### src/hhpc_pkg.sv
// types, codes and reset constants shared by the heater controller files
package hhpc_pkg;

  localparam int TempW    = 8;
  localparam int ElapsedW = 16;
  localparam int TimeW    = 19;
  localparam int TimerW   = 20;
  localparam int CfgIdxW  = 3;
  localparam int CfgDataW = 19;

  // wash phase codes, code 3 means nothing and acts as another phase
  typedef enum logic [1:0] {
    PHASE_OTHER = 2'd0,
    PHASE_WASH  = 2'd1,
    PHASE_STEAM = 2'd2
  } phase_e;

  // wash sub-step codes, code 3 matches no heating step
  typedef enum logic [1:0] {
    SUB_OTHER     = 2'd0,
    SUB_STEAMTECH = 2'd1,
    SUB_HEATING   = 2'd2
  } substep_e;

  typedef enum logic [1:0] {
    DRIVE_OFF = 2'd0,
    DRIVE_ONE = 2'd1,
    DRIVE_TWO = 2'd2
  } drive_e;

  typedef enum logic [1:0] {
    STEP_ARM = 2'd0,
    STEP_TWO = 2'd1,
    STEP_ONE = 2'd2
  } step_e;

  typedef enum logic [CfgIdxW-1:0] {
    CFG_STEAMTECH_ON  = 3'd0,
    CFG_STEAMTECH_OFF = 3'd1,
    CFG_HEATING_ON    = 3'd2,
    CFG_HEATING_OFF   = 3'd3,
    CFG_STEAM_TARGET  = 3'd4,
    CFG_ONE_PLATE_MS  = 3'd5
  } cfg_idx_e;

  localparam logic [TempW-1:0] RstSteamtechOn  = 8'd60;
  localparam logic [TempW-1:0] RstSteamtechOff = 8'd55;
  localparam logic [TempW-1:0] RstHeatingOn    = 8'd40;
  localparam logic [TempW-1:0] RstHeatingOff   = 8'd35;
  localparam logic [TempW-1:0] RstSteamTarget  = 8'd90;
  localparam logic [TimeW-1:0] RstOnePlateMs   = 19'd300000;

  typedef struct packed {
    logic [TempW-1:0] steamtech_on;
    logic [TempW-1:0] steamtech_off;
    logic [TempW-1:0] heating_on;
    logic [TempW-1:0] heating_off;
    logic [TempW-1:0] steam_target;
    logic [TimeW-1:0] one_plate_ms;
  } cfg_t;

  typedef struct packed {
    logic [ElapsedW-1:0] elapsed_ms;
    logic [TempW-1:0]    temperature;
    logic [1:0]          wash_phase;
    logic [1:0]          wash_substep;
    logic                steam_tech_selected;
    logic                water_heating_selected;
  } item_t;

  typedef struct packed {
    logic              hyst_on;
    step_e             steam_step;
    logic [TimerW-1:0] timer;
    drive_e            drive_hold;
  } state_t;

  typedef struct packed {
    logic [1:0] plate_drive;
    logic       loop_wants_heat;
  } result_t;

endpackage

### src/hhpc_if.sv
// valid/ready channel interfaces for tick items and drive results
interface hhpc_in_if;
  logic        valid;
  logic        ready;
  logic [15:0] elapsed_ms;
  logic [7:0]  temperature;
  logic [1:0]  wash_phase;
  logic [1:0]  wash_substep;
  logic        steam_tech_selected;
  logic        water_heating_selected;

  modport source (
    output valid, elapsed_ms, temperature, wash_phase, wash_substep,
           steam_tech_selected, water_heating_selected,
    input  ready
  );
  modport sink (
    input  valid, elapsed_ms, temperature, wash_phase, wash_substep,
           steam_tech_selected, water_heating_selected,
    output ready
  );
endinterface

interface hhpc_out_if;
  logic       valid;
  logic       ready;
  logic [1:0] plate_drive;
  logic       loop_wants_heat;

  modport source (
    output valid, plate_drive, loop_wants_heat,
    input  ready
  );
  modport sink (
    input  valid, plate_drive, loop_wants_heat,
    output ready
  );
endinterface

### src/hhpc_step.sv
// next-state and result logic for one tick of the heater controller
module hhpc_step (
  input  hhpc_pkg::cfg_t    cfg_i,
  input  hhpc_pkg::state_t  state_i,
  input  hhpc_pkg::item_t   item_i,
  output hhpc_pkg::state_t  state_o,
  output hhpc_pkg::result_t result_o
);

  logic                            use_steamtech;
  logic                            use_heating;
  logic [hhpc_pkg::TempW-1:0]      on_lim;
  logic [hhpc_pkg::TempW-1:0]      off_lim;
  logic [hhpc_pkg::TimerW-1:0]     timer_sum;
  logic                            timer_done;

  // heating step selection and its limit pair
  assign use_steamtech = item_i.steam_tech_selected &&
                         (item_i.wash_substep == hhpc_pkg::SUB_STEAMTECH);
  assign use_heating   = item_i.water_heating_selected &&
                         (item_i.wash_substep == hhpc_pkg::SUB_HEATING);
  assign on_lim  = use_steamtech ? cfg_i.steamtech_on  : cfg_i.heating_on;
  assign off_lim = use_steamtech ? cfg_i.steamtech_off : cfg_i.heating_off;

  // one-plate interval timer, wraps at its own width
  assign timer_sum  = state_i.timer + hhpc_pkg::TimerW'(item_i.elapsed_ms);
  assign timer_done = timer_sum >= hhpc_pkg::TimerW'(cfg_i.one_plate_ms);

  // phase dispatch
  always_comb begin
    state_o = state_i;
    case (item_i.wash_phase)
      hhpc_pkg::PHASE_WASH: begin
        if (use_steamtech || use_heating) begin
          if (state_i.hyst_on) begin
            state_o.drive_hold = hhpc_pkg::DRIVE_TWO;
            if (item_i.temperature >= on_lim) state_o.hyst_on = 1'b0;
          end else begin
            state_o.drive_hold = hhpc_pkg::DRIVE_OFF;
            if (item_i.temperature <= off_lim) state_o.hyst_on = 1'b1;
          end
        end else begin
          state_o.drive_hold = hhpc_pkg::DRIVE_OFF;
          state_o.hyst_on    = 1'b1;
        end
      end
      hhpc_pkg::PHASE_STEAM: begin
        case (state_i.steam_step)
          hhpc_pkg::STEP_ARM: begin
            state_o.steam_step = hhpc_pkg::STEP_TWO;
            state_o.timer      = '0;
          end
          hhpc_pkg::STEP_TWO: begin
            state_o.drive_hold = hhpc_pkg::DRIVE_TWO;
            if (item_i.temperature >= cfg_i.steam_target) begin
              state_o.steam_step = hhpc_pkg::STEP_ONE;
              state_o.timer      = '0;
            end
          end
          hhpc_pkg::STEP_ONE: begin
            state_o.drive_hold = hhpc_pkg::DRIVE_ONE;
            if (timer_done) begin
              state_o.timer      = '0;
              state_o.steam_step = hhpc_pkg::STEP_TWO;
            end else begin
              state_o.timer = timer_sum;
            end
          end
          default: begin
            state_o = state_i;
          end
        endcase
      end
      default: begin
        state_o.drive_hold = hhpc_pkg::DRIVE_OFF;
      end
    endcase
  end

  // result is the state after the tick
  assign result_o.plate_drive     = state_o.drive_hold;
  assign result_o.loop_wants_heat = state_o.hyst_on;

endmodule

### src/heater_hysteresis_pattern_controller.sv
// Two-plate heater controller: hysteresis loop in the wash phase, two-plate /
// one-plate pattern in the steam phase. One tick transaction is accepted every
// clock cycle while the result register is free or being taken. Its result
// goes through the input register, then the combinational state update in
// hhpc_step that feeds the result register; that state update lets each tick
// follow the last one without a wait. Configuration registers are written
// through cfg_we_i/cfg_idx_i/cfg_wdata_i; the user must do so only while no
// tick is in flight, as the block does not enforce it. Unknown indexes are
// ignored.
module heater_hysteresis_pattern_controller (
  input  logic                          clk_i,
  input  logic                          rst_ni,
  hhpc_in_if.sink                       in_i,
  hhpc_out_if.source                    out_o,
  input  logic                          cfg_we_i,
  input  logic [hhpc_pkg::CfgIdxW-1:0]  cfg_idx_i,
  input  logic [hhpc_pkg::CfgDataW-1:0] cfg_wdata_i
);

  hhpc_pkg::cfg_t    cfg_q;
  hhpc_pkg::item_t   item_q;
  hhpc_pkg::state_t  state_q;
  hhpc_pkg::state_t  state_d;
  hhpc_pkg::result_t res_q;
  hhpc_pkg::result_t res_d;
  logic              in_valid_q;
  logic              out_valid_q;
  logic              out_free;
  logic              adv;
  logic              in_accept;

  // handshake: output register frees the input stage
  assign out_free  = !out_valid_q || out_o.ready;
  assign adv       = in_valid_q && out_free;
  assign in_i.ready = !in_valid_q || out_free;
  assign in_accept = in_i.valid && in_i.ready;

  // configuration registers
  always_ff @(posedge clk_i or negedge rst_ni) begin
    if (!rst_ni) begin
      cfg_q.steamtech_on  <= hhpc_pkg::RstSteamtechOn;
      cfg_q.steamtech_off <= hhpc_pkg::RstSteamtechOff;
      cfg_q.heating_on    <= hhpc_pkg::RstHeatingOn;
      cfg_q.heating_off   <= hhpc_pkg::RstHeatingOff;
      cfg_q.steam_target  <= hhpc_pkg::RstSteamTarget;
      cfg_q.one_plate_ms  <= hhpc_pkg::RstOnePlateMs;
    end else if (cfg_we_i) begin
      case (cfg_idx_i)
        hhpc_pkg::CFG_STEAMTECH_ON:  cfg_q.steamtech_on  <= cfg_wdata_i[hhpc_pkg::TempW-1:0];
        hhpc_pkg::CFG_STEAMTECH_OFF: cfg_q.steamtech_off <= cfg_wdata_i[hhpc_pkg::TempW-1:0];
        hhpc_pkg::CFG_HEATING_ON:    cfg_q.heating_on    <= cfg_wdata_i[hhpc_pkg::TempW-1:0];
        hhpc_pkg::CFG_HEATING_OFF:   cfg_q.heating_off   <= cfg_wdata_i[hhpc_pkg::TempW-1:0];
        hhpc_pkg::CFG_STEAM_TARGET:  cfg_q.steam_target  <= cfg_wdata_i[hhpc_pkg::TempW-1:0];
        hhpc_pkg::CFG_ONE_PLATE_MS:  cfg_q.one_plate_ms  <= cfg_wdata_i[hhpc_pkg::TimeW-1:0];
        default: begin
        end
      endcase
    end
  end

  // input stage valid
  always_ff @(posedge clk_i or negedge rst_ni) begin
    if (!rst_ni) begin
      in_valid_q <= 1'b0;
    end else if (in_accept) begin
      in_valid_q <= 1'b1;
    end else if (adv) begin
      in_valid_q <= 1'b0;
    end
  end

  // input stage payload
  always_ff @(posedge clk_i) begin
    if (in_accept) begin
      item_q.elapsed_ms             <= in_i.elapsed_ms;
      item_q.temperature            <= in_i.temperature;
      item_q.wash_phase             <= in_i.wash_phase;
      item_q.wash_substep           <= in_i.wash_substep;
      item_q.steam_tech_selected    <= in_i.steam_tech_selected;
      item_q.water_heating_selected <= in_i.water_heating_selected;
    end
  end

  hhpc_step u_step (
    .cfg_i    (cfg_q),
    .state_i  (state_q),
    .item_i   (item_q),
    .state_o  (state_d),
    .result_o (res_d)
  );

  // controller state
  always_ff @(posedge clk_i or negedge rst_ni) begin
    if (!rst_ni) begin
      state_q.hyst_on    <= 1'b1;
      state_q.steam_step <= hhpc_pkg::STEP_ARM;
      state_q.timer      <= '0;
      state_q.drive_hold <= hhpc_pkg::DRIVE_OFF;
    end else if (adv) begin
      state_q <= state_d;
    end
  end

  // result register
  always_ff @(posedge clk_i or negedge rst_ni) begin
    if (!rst_ni) begin
      out_valid_q <= 1'b0;
    end else if (adv) begin
      out_valid_q <= 1'b1;
    end else if (out_o.ready) begin
      out_valid_q <= 1'b0;
    end
  end

  always_ff @(posedge clk_i) begin
    if (adv) begin
      res_q <= res_d;
    end
  end

  assign out_o.valid           = out_valid_q;
  assign out_o.plate_drive     = res_q.plate_drive;
  assign out_o.loop_wants_heat = res_q.loop_wants_heat;

`ifndef ASSERT_OFF
  // state only moves when a tick advances into the result register
  a_state_hold: assert property (@(posedge clk_i) disable iff (!rst_ni)
    !adv |=> $stable(state_q))
    else $error("controller state changed without a tick");

  // an advancing tick always produces a result
  a_adv_result: assert property (@(posedge clk_i) disable iff (!rst_ni)
    adv |=> out_o.valid)
    else $error("tick advanced but no result shown");

  // phases other than wash and steam turn the plates off
  a_other_off: assert property (@(posedge clk_i) disable iff (!rst_ni)
    adv && (item_q.wash_phase != hhpc_pkg::PHASE_WASH) &&
    (item_q.wash_phase != hhpc_pkg::PHASE_STEAM)
    |=> out_o.plate_drive == hhpc_pkg::DRIVE_OFF)
    else $error("plates driven outside wash and steam phases");

  // wash phase with no heating step re-arms the loop
  a_rearm: assert property (@(posedge clk_i) disable iff (!rst_ni)
    adv && (item_q.wash_phase == hhpc_pkg::PHASE_WASH) &&
    (item_q.wash_substep == hhpc_pkg::SUB_OTHER)
    |=> out_o.loop_wants_heat && (out_o.plate_drive == hhpc_pkg::DRIVE_OFF))
    else $error("loop not re-armed in wash phase without heating step");
`endif

endmodule

### src/flat_wrapper.sv
// flat-port wrapper written by rule: the top's interface ports become plain ports
module heater_hysteresis_pattern_controller_flat 
  (clk_i, rst_ni, cfg_we_i, cfg_idx_i, cfg_wdata_i, in_i_valid, in_i_elapsed_ms, in_i_temperature, in_i_wash_phase, in_i_wash_substep, in_i_steam_tech_selected, in_i_water_heating_selected, in_i_ready, out_o_valid, out_o_plate_drive, out_o_loop_wants_heat, out_o_ready);
  hhpc_in_if in_i_i ();
  hhpc_out_if out_o_i ();
  input  logic clk_i;
  input  logic rst_ni;
  input  logic cfg_we_i;
  input  logic [hhpc_pkg::CfgIdxW-1:0] cfg_idx_i;
  input  logic [hhpc_pkg::CfgDataW-1:0] cfg_wdata_i;
  input wire logic [$bits(in_i_i.valid)-1:0] in_i_valid;
  input wire logic [$bits(in_i_i.elapsed_ms)-1:0] in_i_elapsed_ms;
  input wire logic [$bits(in_i_i.temperature)-1:0] in_i_temperature;
  input wire logic [$bits(in_i_i.wash_phase)-1:0] in_i_wash_phase;
  input wire logic [$bits(in_i_i.wash_substep)-1:0] in_i_wash_substep;
  input wire logic [$bits(in_i_i.steam_tech_selected)-1:0] in_i_steam_tech_selected;
  input wire logic [$bits(in_i_i.water_heating_selected)-1:0] in_i_water_heating_selected;
  output wire logic [$bits(in_i_i.ready)-1:0] in_i_ready;
  output wire logic [$bits(out_o_i.valid)-1:0] out_o_valid;
  output wire logic [$bits(out_o_i.plate_drive)-1:0] out_o_plate_drive;
  output wire logic [$bits(out_o_i.loop_wants_heat)-1:0] out_o_loop_wants_heat;
  input wire logic [$bits(out_o_i.ready)-1:0] out_o_ready;
  assign in_i_i.valid = in_i_valid;
  assign in_i_i.elapsed_ms = in_i_elapsed_ms;
  assign in_i_i.temperature = in_i_temperature;
  assign in_i_i.wash_phase = in_i_wash_phase;
  assign in_i_i.wash_substep = in_i_wash_substep;
  assign in_i_i.steam_tech_selected = in_i_steam_tech_selected;
  assign in_i_i.water_heating_selected = in_i_water_heating_selected;
  assign in_i_ready = in_i_i.ready;
  assign out_o_valid = out_o_i.valid;
  assign out_o_plate_drive = out_o_i.plate_drive;
  assign out_o_loop_wants_heat = out_o_i.loop_wants_heat;
  assign out_o_i.ready = out_o_ready;
  heater_hysteresis_pattern_controller u_core (.clk_i(clk_i), .rst_ni(rst_ni), .in_i(in_i_i), .out_o(out_o_i), .cfg_we_i(cfg_we_i), .cfg_idx_i(cfg_idx_i), .cfg_wdata_i(cfg_wdata_i));
endmodule
### config.mk
export PLATFORM = sky130hd
export DESIGN_NAME = heater_hysteresis_pattern_controller_flat
export DESIGN_NICKNAME = d
export VERILOG_FILES = /design/src/hhpc_pkg.sv /design/src/hhpc_if.sv /design/src/hhpc_step.sv /design/src/heater_hysteresis_pattern_controller.sv /design/src/flat_wrapper.sv
export SDC_FILE = /design/constraint.sdc
export NUM_CORES = 1
export LEC_CHECK = 0
export ABC_AREA = 1
export BUFFER_PORTS_ARGS = -buffer_cell sky130_fd_sc_hd__buf_2
export CAP_MARGIN = 20
export CORE_MARGIN = 10
export CORE_UTILIZATION = 45
export DETAILED_ROUTE_END_ITERATION = 6
export GPL_TIMING_DRIVEN = 0
export PLACE_DENSITY = 0.71
export SLEW_MARGIN = 20
export SYNTH_ARGS = -nofsm -noshare
export SYNTH_HDL_FRONTEND = slang
export SYNTH_HIERARCHICAL = 1
export SYNTH_SLANG_ARGS = --single-unit
### constraint.sdc
create_clock -name clk_i -period 5.5 [get_ports clk_i]
set_input_delay 1.1 -clock clk_i [delete_from_list [all_inputs] [get_ports clk_i]]
set_output_delay 1.1 -clock clk_i [all_outputs]
set_load 0.02 [all_outputs]
**Yosys cells after proc, flatten, opt, wreduce, memory -nomap -nowiden**

Index checks and enable logic that the tools add are counted.

- Register bits after elaboration: 119
- Bits of input ports: 57
- Output and inout port bits: 5
- Word-level logic and storage cells: 79

- Add/sub/neg operators: 1
- $lt $le $gt $ge: 4
- Eq/ne operators: 13
- Mux-type cells: 19
- Reductions and logical operators: 22

Operators with widths:

| cell | number |
|---|---|
| $pmux W22 S3 | 1 |
| $mux W22 | 1 |
| $add A20 B16 Y20 | 1 |
| $ge A20 B19 Y1 | 1 |
| $mux W20 | 1 |
| $ge A8 B8 Y1 | 2 |
| $mux W8 | 2 |
| $reduce_and A2 Y1 | 6 |
| $mux W1 | 9 |
| $le A8 B8 Y1 | 1 |
| $pmux W2 S2 | 2 |
| $eq A2 B1 Y1 const B | 3 |
| $eq A2 B2 Y1 const B | 3 |
| $eq A3 B2 Y1 const B | 2 |
| $eq A3 B3 Y1 const B | 2 |
| $mux W2 | 3 |
| $reduce_and A5 Y1 | 1 |
| $logic_and A1 B1 Y1 | 4 |
| $ne A2 B2 Y1 const B | 2 |
| $reduce_and A4 Y1 | 1 |
| $reduce_bool A2 Y1 | 2 |
| $eq A3 B1 Y1 const B | 1 |
| $logic_not A3 Y1 | 1 |
| $logic_or A1 B1 Y1 | 3 |
| 3 further kinds | 4 |

**Depth between registers and ports, before layout**

- Depth in word-level cells: 8
- Gate-level depth with buffers: 27
- Depth with buffers taken out: 26

**By module**

Netlist, hierarchy kept.

By module, submodules not included:

| module | times used | cells an instance | area each (um^2) | seq. area each (um^2) |
|---|---|---|---|---|
| heater_hysteresis_pattern_controller | 1 | 414 | 4431.8 | 3176.8 |
| hhpc_step | 1 | 419 | 2672.6 | 0.0 |

**Worst setup path before layout**

Ideal clock, no wire load.

- Kind: reg2reg
- From: register u_core/state_q[5] in the netlist's numbering
- To: register u_core/state_q[15] in the netlist's numbering
- Setup time: 0.066 ns
- Arrival time: 3.234 ns
- Data required time: 5.434 ns
- Path slack: 2.200 ns
- Cell stages (with the launch flop): 28
- Buffers on the path: 1
- Clock period less this slack: 3.300 ns
- Path through: dfrtp_1 > ha_1 > inv_1 > o21bai_1 > nand2_1 > nand3_1 > inv_1 > o31ai_1 > xor2_1 > ha_1 > nand2_1 > inv_1 > nand3_1 > inv_1 > a21oi_1 > nand2_1 > nand2_1 > nand2_1 > nand2_1 > nand2_1 > nand2_1 > nand3_2 > nor2_8 > buf_12 > nand3_2 > nand2_1 > nand3_1 > nand2_1

- Cells in the longest elaborated chain, start to end: 4

RTL lines:

| item | RTL line | text |
|---|---|---|
| start: declaration | heater_hysteresis_pattern_controller.sv:22 | `hhpc_pkg::state_t state_q;` |
| start signal: assignment | heater_hysteresis_pattern_controller.sv:100 | `state_q <= state_d;` |
| $add A20 B16 Y20 * | hhpc_step.sv:26 | `assign timer_sum = state_i.timer + hhpc_pkg::TimerW'(item_i.elapsed_ms);` |
| $ge A20 B19 Y1 | hhpc_step.sv:27 | `assign timer_done = timer_sum >= hhpc_pkg::TimerW'(cfg_i.one_plate_ms);` |
| $mux W20 * | hhpc_step.sv:62 | `if (timer_done) begin` |
| $pmux W22 S3 * | hhpc_step.sv:48 | `case (state_i.steam_step)` |

Every way passes the cells marked *; elsewhere a longest branch is shown, timed or not.
A chain may end at the register's enable or synchronous reset.

**Worst setup path after layout**

- From: register u_core/state_q[5] in the netlist's numbering
- To: register u_core/state_q[14] in the netlist's numbering

Same word-level chain as after synthesis.

==> results.sh <==
export IMPL_outcome="finished, final reports clean"
export IMPL_whs_endpoint="u_core/cfg_q[47]"
export IMPL_io_buffers=61
export IMPL_drv_slew=0
export IMPL_via_per_inst=5.13
export IMPL_hold_violations=0
export IMPL_critPathArrivalTime_ns=4.37
export IMPL_setup_violations=0
export IMPL_ys_types=41
export IMPL_synth_ff_type="dfrtp_1"
export IMPL_rr_startpoint="u_core/state_q[5]"
export IMPL_p_leak_nw=4.33
export IMPL_synth_edf_count=33
export IMPL_tritoncts="done"
export IMPL_critPathBufInv=5
export IMPL_skew_ns=0.0118
export IMPL_fp_dieW_um=146
export IMPL_io_pins=62
export IMPL_syn_num_nets=956
export IMPL_max_cap_violations=0
export IMPL_fin_crit_ns=4.01
export IMPL_die_h_um=146
export IMPL_path_clk_slew_ns=0.06
export IMPL_routedWlPerCell_um=14.9
export IMPL_grt_total_usage_pct=16.1
export IMPL_finalCritPeriodShare_pct=72.8
export IMPL_grt_ovfl_total=0
export IMPL_synthCells=833
export IMPL_p_int_mw=2.16
export IMPL_postCtsResizedCells=0
export IMPL_p_comb_share_pct=32.3
export IMPL_path_max_fanout=10
export IMPL_p_clk_share_pct=32.0
export IMPL_min_from="u_core/cfg_q[47]"
export IMPL_relSlewSlack_pct=48.8
export IMPL_grt_pass1_wl_mm=28.1
export IMPL_peakVddDrop_v=0.000260
export IMPL_dp_hpwl_mm=12.5
export IMPL_syn2layout_area_growth_pct=16.6
export IMPL_crit_family="simple AND/OR/NAND/NOR gates"
export IMPL_power_frac_seq_pct=35.7
export IMPL_fin_cells=1138
export IMPL_dp_cells=1106
export IMPL_final_net_count=1037
export IMPL_dieArea_um2=21200
export IMPL_rsz0062_at_grt="false"
export IMPL_async_flop_share_pct=72.3
export IMPL_postCtsSetupBuffers=0
export IMPL_clock_latency_ns=0.43
export IMPL_wirelength_mm=17.0
export IMPL_worst_hold_slack_ns=0.463
export IMPL_hold_depth=2
export IMPL_cts_sinks=119
export IMPL_core_area_um2=15300
export IMPL_ys_warn_count=6
export IMPL_critical_path_max_stage_delay_ns=0.39
export IMPL_initial_core_util_pct=46.4
export IMPL_startpoint_type="register"
export IMPL_syn_area_um2=7100
export IMPL_cts_hold_buf=0
export IMPL_worst_r2r_cell_count=27
export IMPL_root_buffer="clkbuf_16"
export IMPL_finalWeightedCongestion=0.889
export IMPL_antenna_cells=0
export IMPL_grt_max_degree=61
export IMPL_p_sw_mw=1.21
export IMPL_fin_util_pct=54.1
export IMPL_finalSetupTns_ns=0
export IMPL_dp_slack_ns=1.65
export IMPL_pwr_density_cell_nw_per_um2=406
export IMPL_reg2reg_to="u_core/state_q[14]"
export IMPL_r2r_slack_ns=1.49
export IMPL_drtIter0Drc=473
export IMPL_p_sw_share_pct=35.9
export IMPL_cts_made_buffers=17
export IMPL_antenna_found_initial=0
export IMPL_postRouteAntennaNets=0
export IMPL_worst_pin_slew_ns=0.767
export IMPL_clockBufferDepth=2
export IMPL_endpoint_kind="register"
export IMPL_num_vias=5840
export IMPL_drcViolationCount=0
export IMPL_rows=45
export IMPL_postSynthAreaPerCell_um2=8.53
export IMPL_drive_above_1_share_pct=17.2
export IMPL_slowest_stage="dfrtp_1"
export IMPL_yosysSeqAreaShare_pct=44.7
export IMPL_first_pass_iters=5
export IMPL_ys_ff_latch=119
export IMPL_crit_type="reg2reg"
export IMPL_cp_required_ns=5.86
export IMPL_htree_levels=4
export IMPL_timing_final_ws_setup_ns=1.49
export IMPL_crit_top_cell="nand2_1"
export IMPL_hold_path_class="reg2reg"
export IMPL_grt_pass1_vias=5689
export IMPL_fmax_mhz=250
## cells in the mapped netlist, types with 5 or more instances
library cell	n	area share [%]
dfrtp_1	59	21
buf_4	5	0.53
nand2_1	313	17
nand3_1	80	5.6
inv_1	68	3.6
xnor2_1	5	0.62
a21oi_1	42	3.0
buf_2	7	0.49
ha_1	65	11
nand4_1	7	0.62
nor2_1	21	1.1
o21ai_0	17	1.2
mux2i_1	14	2.0
dfstp_2	27	10
edfxtp_1	33	14
xor2_1	12	1.5
clkbuf_1	5	0.26
nand3_2	11	1.5
## worst max-delay path by stage
stage / from / endpoint / depth (start not counted)
after global routing: u_core/state_q[5] / u_core/state_q[11] / 27
final: u_core/state_q[5] / u_core/state_q[14] / 27
after floorplan: u_core/state_q[5] / u_core/state_q[15] / 27
after detailed placement: u_core/state_q[5] / u_core/state_q[13] / 27
after global placement: u_core/state_q[6] / u_core/state_q[13] / 23
after CTS: u_core/state_q[5] / u_core/state_q[13] / 27
## layer usage
layer	GRT usage, %	part of all wire (%)	up-vias
met5	0	0	-
met4	7.08	2.1	0
met2	24.7	44	158
met1	21.2	49	2735
met3	3.97	5.0	22
li1	-	-	2925
## layout by cell type, fill, tap and decap left out, drive strengths merged
| master | n |
|---|---|
| nand2 | 316 |
| nand3 | 91 |
| buf | 77 |
| inv | 74 |
| ha | 65 |
| dfrtp | 59 |
| a21oi | 42 |
| edfxtp | 33 |
| nor2 | 28 |
| dfstp | 27 |
| clkbuf | 24 |
| o21ai | 17 |
| mux2i | 14 |
| xor2 | 12 |
| nand4 | 7 |
| clkinv | 7 |
| xnor2 | 5 |
| a31oi | 4 |
| a21o | 4 |
| nor3 | 4 |
| o211ai | 2 |
| a211oi | 2 |
| o31ai | 2 |
| mux2 | 2 |
| nor4 | 2 |
| bufinv | 1 |
| clkinvlp | 1 |
| o41ai | 1 |
| o21bai | 1 |
| o2111ai | 1 |
| o21a | 1 |
| fa | 1 |
## through the flow
| step | instance area (um2) | power (mW) |
|---|---|---|
| 6_report | 8280 | 3.36 |
| 4_1_cts | 8280 | 3.37 |
| 5_1_grt | 8280 | 3.60 |
| 3_5_place_dp | 7710 | 2.28 |
| 3_3_place_gp | 7670 | 2.24 |
| 2_1_floorplan | 7100 | 1.99 |
## tightest hold or removal path, delay by kind of cell, from the launching register on
| kind | cells | cell delay (ns) |
|---|---|---|
| flip-flops | 1 | 0.36 |
| AND/OR/NAND/NOR | 2 | 0.09 |
## cell families (layout without fill, tap and decap cells)
| family | after synthesis | in the layout | synth area share, % |
|---|---|---|---|
| adders and majority gates | 66 | 66 | 11.7 |
| xor gates and xnor gates | 17 | 17 | 2.10 |
| muxes | 16 | 16 | 2.29 |
| buffers and inverters | 90 | 184 | 5.48 |
| DFF | 119 | 119 | 44.7 |
| AOI/OAI and AO/OA | 77 | 77 | 6.02 |
| and+or+nand+nor | 448 | 448 | 27.7 |
## cell type report
type | count | area [um2]
Fill cell | 1440 | 7030
Clock inverter | 13 | 120
Multi-Input combinational cell | 624 | 3540
Inverter | 70 | 263
Tap cell | 211 | 264
Timing Repair Buffer | 62 | 339
Buffer | 20 | 126
Sequential cell | 119 | 3180
Clock buffer | 19 | 454
## registers in the layout, indices dropped and copies added (netlist names)
register,flops
u_core/cfg_q,59
u_core/in_valid_q,1
u_core/item_q,30
u_core/out_o.loop_wants_heat,1
u_core/out_o.plate_drive,2
u_core/out_o.valid,1
u_core/state_q,25
## power groups by stage
stage | clock network [mW] | logic [mW] | registers [mW]
2_1_floorplan | 0 | 0.802 | 1.19
3_3_place_gp | 0 | 1.03 | 1.21
3_5_place_dp | 0 | 1.07 | 1.21
4_1_cts | 1.10 | 1.08 | 1.20
5_1_grt | 1.14 | 1.24 | 1.22
6_report | 1.08 | 1.08 | 1.20
No activity file was read; power rests on OpenSTA's default activity.
